File: config.mk
export PLATFORM = sky130hd
export DESIGN_NAME = integer_sort_engine_unit
export DESIGN_NICKNAME = d
export VERILOG_FILES = /design/src/hw/rtl/ise_pkg.sv /design/src/hw/rtl/integer_sort_engine_unit.sv /design/src/hw/rtl/ise_cell.sv
export VERILOG_INCLUDE_DIRS = /design/src /design/src/hw/rtl
export SDC_FILE = /design/constraint.sdc
export NUM_CORES = 2
export LEC_CHECK = 0
export ABC_AREA = 1
export BUFFER_PORTS_ARGS = -buffer_cell sky130_fd_sc_hd__buf_2
export CAP_MARGIN = 25
export CORE_AREA = 3 3 570 289
export CTS_CLUSTER_DIAMETER = 200
export DETAILED_ROUTE_END_ITERATION = 8
export DIE_AREA = 0 0 573 292
export PLACE_DENSITY = 0.37
export SETUP_SLACK_MARGIN = 0.05
export SLEW_MARGIN = 10
export SYNTH_ARGS = -nofsm -noshare
export SYNTH_HDL_FRONTEND = slang
export SYNTH_SLANG_ARGS = --single-unit
File: constraint.sdc
create_clock -name i_clk -period 3.9 [get_ports i_clk]
set_input_delay 0.195 -clock i_clk [delete_from_list [all_inputs] [get_ports i_clk]]
set_output_delay 0.195 -clock i_clk [all_outputs]
set_load 0.02 [all_outputs]
File: src/hw/rtl/assert_macros.svh
// Assertion macros shared by the sort engine RTL.
// Expects a clock named i_clk and an active-low reset named i_rst_n in scope.
`ifndef ASSERT_MACROS_SVH
`define ASSERT_MACROS_SVH

// Checks a property at every rising edge outside reset.
`define ASSERT_CLK(lbl, prop, msg) \
    lbl: assert property (@(posedge i_clk) disable iff (!i_rst_n) (prop)) else $error(msg);

// Checks a property at every rising edge, reset included.
`define ASSERT_ALWAYS(lbl, prop, msg) \
    lbl: assert property (@(posedge i_clk) (prop)) else $error(msg);

`endif

File: src/hw/rtl/ise_pkg.sv
// Shared types and constants for the integer sort engine.
// No dependencies; used by ise_cell and integer_sort_engine_unit.
package ise_pkg;

    localparam int CAPACITY = 16;
    localparam int CNT_W    = $clog2(CAPACITY + 1);
    localparam int VAL_W    = 32;

    // Most negative value: a left neighbor holding it never blocks an insert.
    localparam logic signed [VAL_W-1:0] VAL_MIN = {1'b1, {(VAL_W-1){1'b0}}};

    typedef logic signed [VAL_W-1:0] t_value;
    typedef logic [CNT_W-1:0]        t_count;

    typedef struct packed {
        logic insert;  // broadcast value is placed into the ordered chain
        logic shift;   // chain moves one place toward the output
    } t_cell_ctl;

endpackage

File: src/hw/rtl/integer_sort_engine_unit.sv
// Top level of the integer sort engine: a chain of ise_cell insertion cells
// plus the fill/drain controller. Depends on ise_pkg, ise_cell, assert_macros.svh.
//
//  channel | valid   | stall   | payload
//  --------+---------+---------+--------------------------------------------
//  input   | i_valid | o_stall | i_value, i_is_final
//  output  | o_valid | i_stall | o_sorted_value, o_end_of_run, o_overflowed
//
// Filling: one value per cycle, inserted in order across all cells at once.
// A final transaction starts the drain in the following cycle; the drain delivers
// one result per cycle from cell 0 while the chain shifts, unless i_stall is high.
// o_stall is high for the drain.
// Reset clears the valid bits of the chain; no clearing pass is needed.
// Output stalls simply hold the chain; nothing is lost or repeated.
module integer_sort_engine_unit (
    input  logic            i_clk,
    input  logic            i_rst_n,
    input  logic            i_valid,
    output logic            o_stall,
    input  ise_pkg::t_value i_value,
    input  logic            i_is_final,
    output logic            o_valid,
    input  logic            i_stall,
    output ise_pkg::t_value o_sorted_value,
    output logic            o_end_of_run,
    output logic            o_overflowed
);
    import ise_pkg::*;

    `include "assert_macros.svh"

    localparam logic ST_FILL  = 1'b0;
    localparam logic ST_DRAIN = 1'b1;

    logic      r_state;
    logic      n_state;
    t_count    r_count;
    t_count    n_count;
    logic      r_drop;
    logic      n_drop;
    logic      w_in_take;
    logic      w_out_take;
    logic      w_full;
    t_cell_ctl w_ctl;

    t_value w_val [CAPACITY];
    logic   w_vld [CAPACITY];
    logic [CAPACITY-1:0] w_vld_vec;

    assign w_full     = (r_count == t_count'(CAPACITY));
    assign o_stall    = (r_state == ST_DRAIN);
    assign w_in_take  = i_valid && !o_stall;
    assign o_valid    = (r_state == ST_DRAIN) && w_vld[0];
    assign w_out_take = o_valid && !i_stall;

    assign w_ctl.insert = w_in_take && !w_full;
    assign w_ctl.shift  = w_out_take;

    genvar g;
    generate
        for (g = 0; g < CAPACITY; g++) begin : g_cell
            t_value w_left_value;
            logic   w_left_valid;
            t_value w_right_value;
            logic   w_right_valid;

            if (g == 0) begin : g_head
                assign w_left_value = VAL_MIN;
                assign w_left_valid = 1'b1;
            end else begin : g_body
                assign w_left_value = w_val[g-1];
                assign w_left_valid = w_vld[g-1];
            end

            if (g == CAPACITY - 1) begin : g_tail
                assign w_right_value = '0;
                assign w_right_valid = 1'b0;
            end else begin : g_next
                assign w_right_value = w_val[g+1];
                assign w_right_valid = w_vld[g+1];
            end

            ise_cell u_cell (
                .i_clk         (i_clk),
                .i_rst_n       (i_rst_n),
                .i_ctl         (w_ctl),
                .i_new_value   (i_value),
                .i_left_value  (w_left_value),
                .i_left_valid  (w_left_valid),
                .i_right_value (w_right_value),
                .i_right_valid (w_right_valid),
                .o_value       (w_val[g]),
                .o_valid       (w_vld[g])
            );

            assign w_vld_vec[g] = w_vld[g];
        end
    endgenerate

    always_comb begin
        n_state = r_state;
        n_count = r_count;
        n_drop  = r_drop;
        unique case (r_state)
            ST_FILL: begin
                if (w_in_take) begin
                    if (w_full) begin
                        n_drop = 1'b1;
                    end else begin
                        n_count = r_count + t_count'(1);
                    end
                    if (i_is_final) begin
                        n_state = ST_DRAIN;
                    end
                end
            end
            ST_DRAIN: begin
                // The transaction that empties the chain closes the set.
                if (w_out_take && o_end_of_run) begin
                    n_state = ST_FILL;
                    n_count = '0;
                    n_drop  = 1'b0;
                end
            end
            default: begin
                n_state = ST_FILL;
            end
        endcase
    end

    always_ff @(posedge i_clk) begin
        if (!i_rst_n) begin
            r_state <= ST_FILL;
            r_count <= '0;
            r_drop  <= 1'b0;
        end else begin
            r_state <= n_state;
            r_count <= n_count;
            r_drop  <= n_drop;
        end
    end

    assign o_sorted_value = w_val[0];
    assign o_end_of_run   = !w_vld[1];
    assign o_overflowed   = r_drop;

    `ASSERT_CLK(a_fill_count, (r_state == ST_FILL) |-> ($countones(w_vld_vec) == r_count), "chain occupancy differs from count")
    `ASSERT_CLK(a_final_drains, (w_in_take && i_is_final) |=> o_valid, "final transaction did not start the drain")
    `ASSERT_CLK(a_drain_continues, (w_out_take && !o_end_of_run) |=> o_valid, "drain stopped before the last result")
    `ASSERT_CLK(a_ordered_head, (o_valid && w_vld[1]) |-> (w_val[0] <= w_val[1]), "chain head is out of order")

endmodule

File: src/hw/rtl/ise_cell.sv
// One cell of the insertion chain: holds one value and its valid bit.
// Depends on ise_pkg.
module ise_cell (
    input  logic               i_clk,
    input  logic               i_rst_n,
    input  ise_pkg::t_cell_ctl i_ctl,
    input  ise_pkg::t_value    i_new_value,
    input  ise_pkg::t_value    i_left_value,
    input  logic               i_left_valid,
    input  ise_pkg::t_value    i_right_value,
    input  logic               i_right_valid,
    output ise_pkg::t_value    o_value,
    output logic               o_valid
);
    import ise_pkg::*;

    t_value r_value;
    t_value n_value;
    logic   r_valid;
    logic   n_valid;
    logic   w_new_below_mine;
    logic   w_new_below_left;

    assign w_new_below_mine = !r_valid || (i_new_value < r_value);
    assign w_new_below_left = !i_left_valid || (i_new_value < i_left_value);

    // The new value lands in the first cell that is empty or whose content exceeds it;
    // every cell from there on takes its left neighbor's content.
    always_comb begin
        n_value = r_value;
        n_valid = r_valid;
        priority if (i_ctl.shift) begin
            n_value = i_right_value;
            n_valid = i_right_valid;
        end else if (i_ctl.insert && w_new_below_mine) begin
            if (w_new_below_left) begin
                n_value = i_left_value;
                n_valid = i_left_valid;
            end else begin
                n_value = i_new_value;
                n_valid = 1'b1;
            end
        end else begin
            n_value = r_value;
            n_valid = r_valid;
        end
    end

    always_ff @(posedge i_clk) begin
        if (!i_rst_n) begin
            r_valid <= 1'b0;
        end else begin
            r_valid <= n_valid;
        end
    end

    always_ff @(posedge i_clk) begin
        r_value <= n_value;
    end

    assign o_value = r_value;
    assign o_valid = r_valid;

endmodule
==> impl_metrics.yaml <==
synthesis:
  synth.avg_cell_area_um2: 7.595
  synth_area_um2: 40030
  synth-edff-count: 480
  ys_seq_area_frac: 0.3875
  yosys_warnings: 0
  syn_nets: 5806
  syn_inst: 5271
  yosys_register_bits: 535
  synth_ff_type: "edfxtp_1"
  synthDistinctLibCells: 34
  asyncSetResetFlopFracSynth: 0
placed_design:
  routabilityCongestion: 0.7938
  postPlaceCellArea_um2: 43280
  place_hpwl_um: 93390
  portBuffers: 72
power:
  p_per_area_nw_per_um2: 445.4
  p_leak_uw: 0.02097
  vdd_drop_max_mv: 0.3110
clock_network:
  cts_sinks: 535
  cts_tree: "done"
  cts_hold_buf: 4
  postCtsSetupBuffers: 0
  cts_htree_levels: 3
  clockBufferDepth: 3
  clock-root-buffer: "clkbuf_16"
  cts_resized: 0
  insertion_delay_ns: 0.65
  path_clk_slew_ns: 0.06
  cts_buffers: 69
layout:
  final_cell_mix: "1629 x nand2_1, 672 x inv_1, 622 x o21ai_0, 498 x ha_1, 480 x edfxtp_1"
  fin_nets: 5829
  layout_commonest_cell: "nand2_1"
  antenna_cells: 0
  stdcell_area_um2: 45390
  drive_gt1_frac: 0.06265
  syn2layout_area_growth_pct: 13.37
global_route:
  grt_pass1_vias: 32930
  antenna_found_initial: 1
  grt-ovfl-total: 0
  grt_pass1_wl_um: 199700
  grt_max_degree: 257
  track_usage: 0.1490
sta:
  holdWs_ns: 0.07699
  slew_viol_final: 0
  period_minus_slack_ns: 3.002
  tns_ns: 0
  tightest_slew_ns: 1.233
  fmax_mhz: 333.1
  hold_viol: 0
  rsz0062_at_grt: "no"
  min_period_over_period: 0.7698
  slew_headroom: 0.1779
  skew_ns: 0.02062
  final-setup-viol-count: 0
setup_path:
  reg2reg_slack_ns: 0.90
  critPathCapture: "g_cell[12].u_cell.o_value[8]"
  worstSetupStartpointType: "register"
  worst_r2r_path_depth: 15
  worstReg2RegStart: "g_cell[12].u_cell.o_value[5]"
  critical_path_class: "reg -> reg"
  crit_start: "g_cell[12].u_cell.o_value[5]"
  cp_max_fo: 25
  end_kind: "register"
  critPathRequiredTime_ns: 4.29
  r2r_end: "g_cell[12].u_cell.o_value[8]"
  critPathArrivalTime_ns: 3.39
die:
  die_x_um: 573
  num_io_pins: 73
  die_area_um2: 167300
  initial_core_util: 0.2497
  die_h_um: 292
  core_area_um2: 160300
  rows: 104
drt:
  wl_um: 127600
  drt_iter0_markers: 2686
  ant_nets: 0
  drc: 0
  vias: 34230
  viasPerCell: 4.551
  firstDrtPassIters: 8
  wl_per_cell_um: 16.97
run:
  cap_violations: 0
outcome:
  status: "complete, no violations"
min_path:
  hold_path_class: "in -> reg"
kinds of logic (layout without fill, tap and decap cells):
group | count (synthesis) | count (layout) | synth area share
compound gates | 1201 | 1201 | 0.1526
xor+xnor | 1 | 1 | 0.0002188
fa+ha+maj | 498 | 498 | 0.1556
buf+inv | 950 | 1026 | 0.09617
flops | 535 | 535 | 0.3875
simple gates | 2086 | 2086 | 0.2079
critical path, stage by stage, from the launching register on:
cell      delay, ns
edfxtp_1       0.39
inv_1          0.11
ha_1           0.25
a21oi_1        0.15
nor2_1         0.05
nor3_1         0.13
nand2_1        0.10
nand2_1        0.08
nand2_1        0.13
nand2_1        0.12
nand2_1        0.06
nand2_1        0.07
nand3_2        0.30
nand2_1        0.19
nand2_1        0.28
buf_12         0.32
routing by layer:
| metal | up-vias | routed length, um | GRT usage | share of wire |
|---|---|---|---|---|
| met5 | - | 0 | 0 | 0 |
| met4 | 0 | 1793 | 0.02657 | 0.014 |
| met2 | 756 | 49600 | 0.2092 | 0.39 |
| met3 | 106 | 6100 | 0.02018 | 0.048 |
| met1 | 15740 | 70100 | 0.2385 | 0.55 |
| li1 | 17630 | - | - | - |
cell type report:
type,count,area (um2)
clock buffer,97,1947
clock inverter,27,118.9
fill,17670,114900
inverter,675,2539
multi-input combinational,3786,20740
sequential,535,15510
tap,2173,2719
timing repair buffer,227,1809
power breakdown:
part           switching [uW]  internal, uW  total (uW)
combinational            3870          2040        5910
clock                    2710          3470        6180
sequential                568          7560        8120
total                    7160         13100       20200
worst min path at each step:
stage	depth (start not counted)	slack (ns)	from	to
after CTS	3	0.01	i_value[0]	g_cell[2].u_cell.o_value[0]
after global placement	3	0.45	i_is_final	o_stall
after global routing	4	0.04	i_rst_n	g_cell[13].u_cell.o_valid
after floorplan	2	0.35	i_valid	o_stall
final	3	0.08	i_value[0]	g_cell[2].u_cell.o_value[0]
after detailed placement	3	0.45	i_is_final	o_stall
synth_stat cells (26+ instances only):
library cell     n  area, um2
nand2_1       1633       6130
clkbuf_1       148      555.5
nor2_1         204      765.7
nor3_1          26      130.1
o21ai_1        278       1391
nand3_1        100      500.5
o21ai_0        622       3113
ha_1           498       6231
buf_2           64      320.3
nand4_1        101      631.9
a21oi_1        261       1306
dfxtp_1         55       1101
inv_1          672       2522
edfxtp_1       480      14410
registers in the layout (all words and copies together), names as in the netlist:
| name | cells |
|---|---|
| o_overflowed | 1 |
| r_count | 5 |
| o_stall | 1 |
| g_cell.u_cell.o_valid | 16 |
| g_cell.u_cell.o_value | 512 |
metrics by stage:
stage / std cells / power (uW) / setup slack (ns) / util
2_1_floorplan: 5271 / 12170 / 0.8186 / -
3_3_place_gp: 7392 / 14040 / 0.5215 / 0.2700
3_5_place_dp: 7392 / 14170 / 0.5666 / 0.2700
4_1_cts: 7520 / 20570 / 0.8219 / 0.2831
5_1_grt: 7520 / 21830 / 0.5623 / 0.2831
6_report: 7520 / 20220 / 0.8978 / 0.2831
No activity file was read; power rests on OpenSTA's default activity.
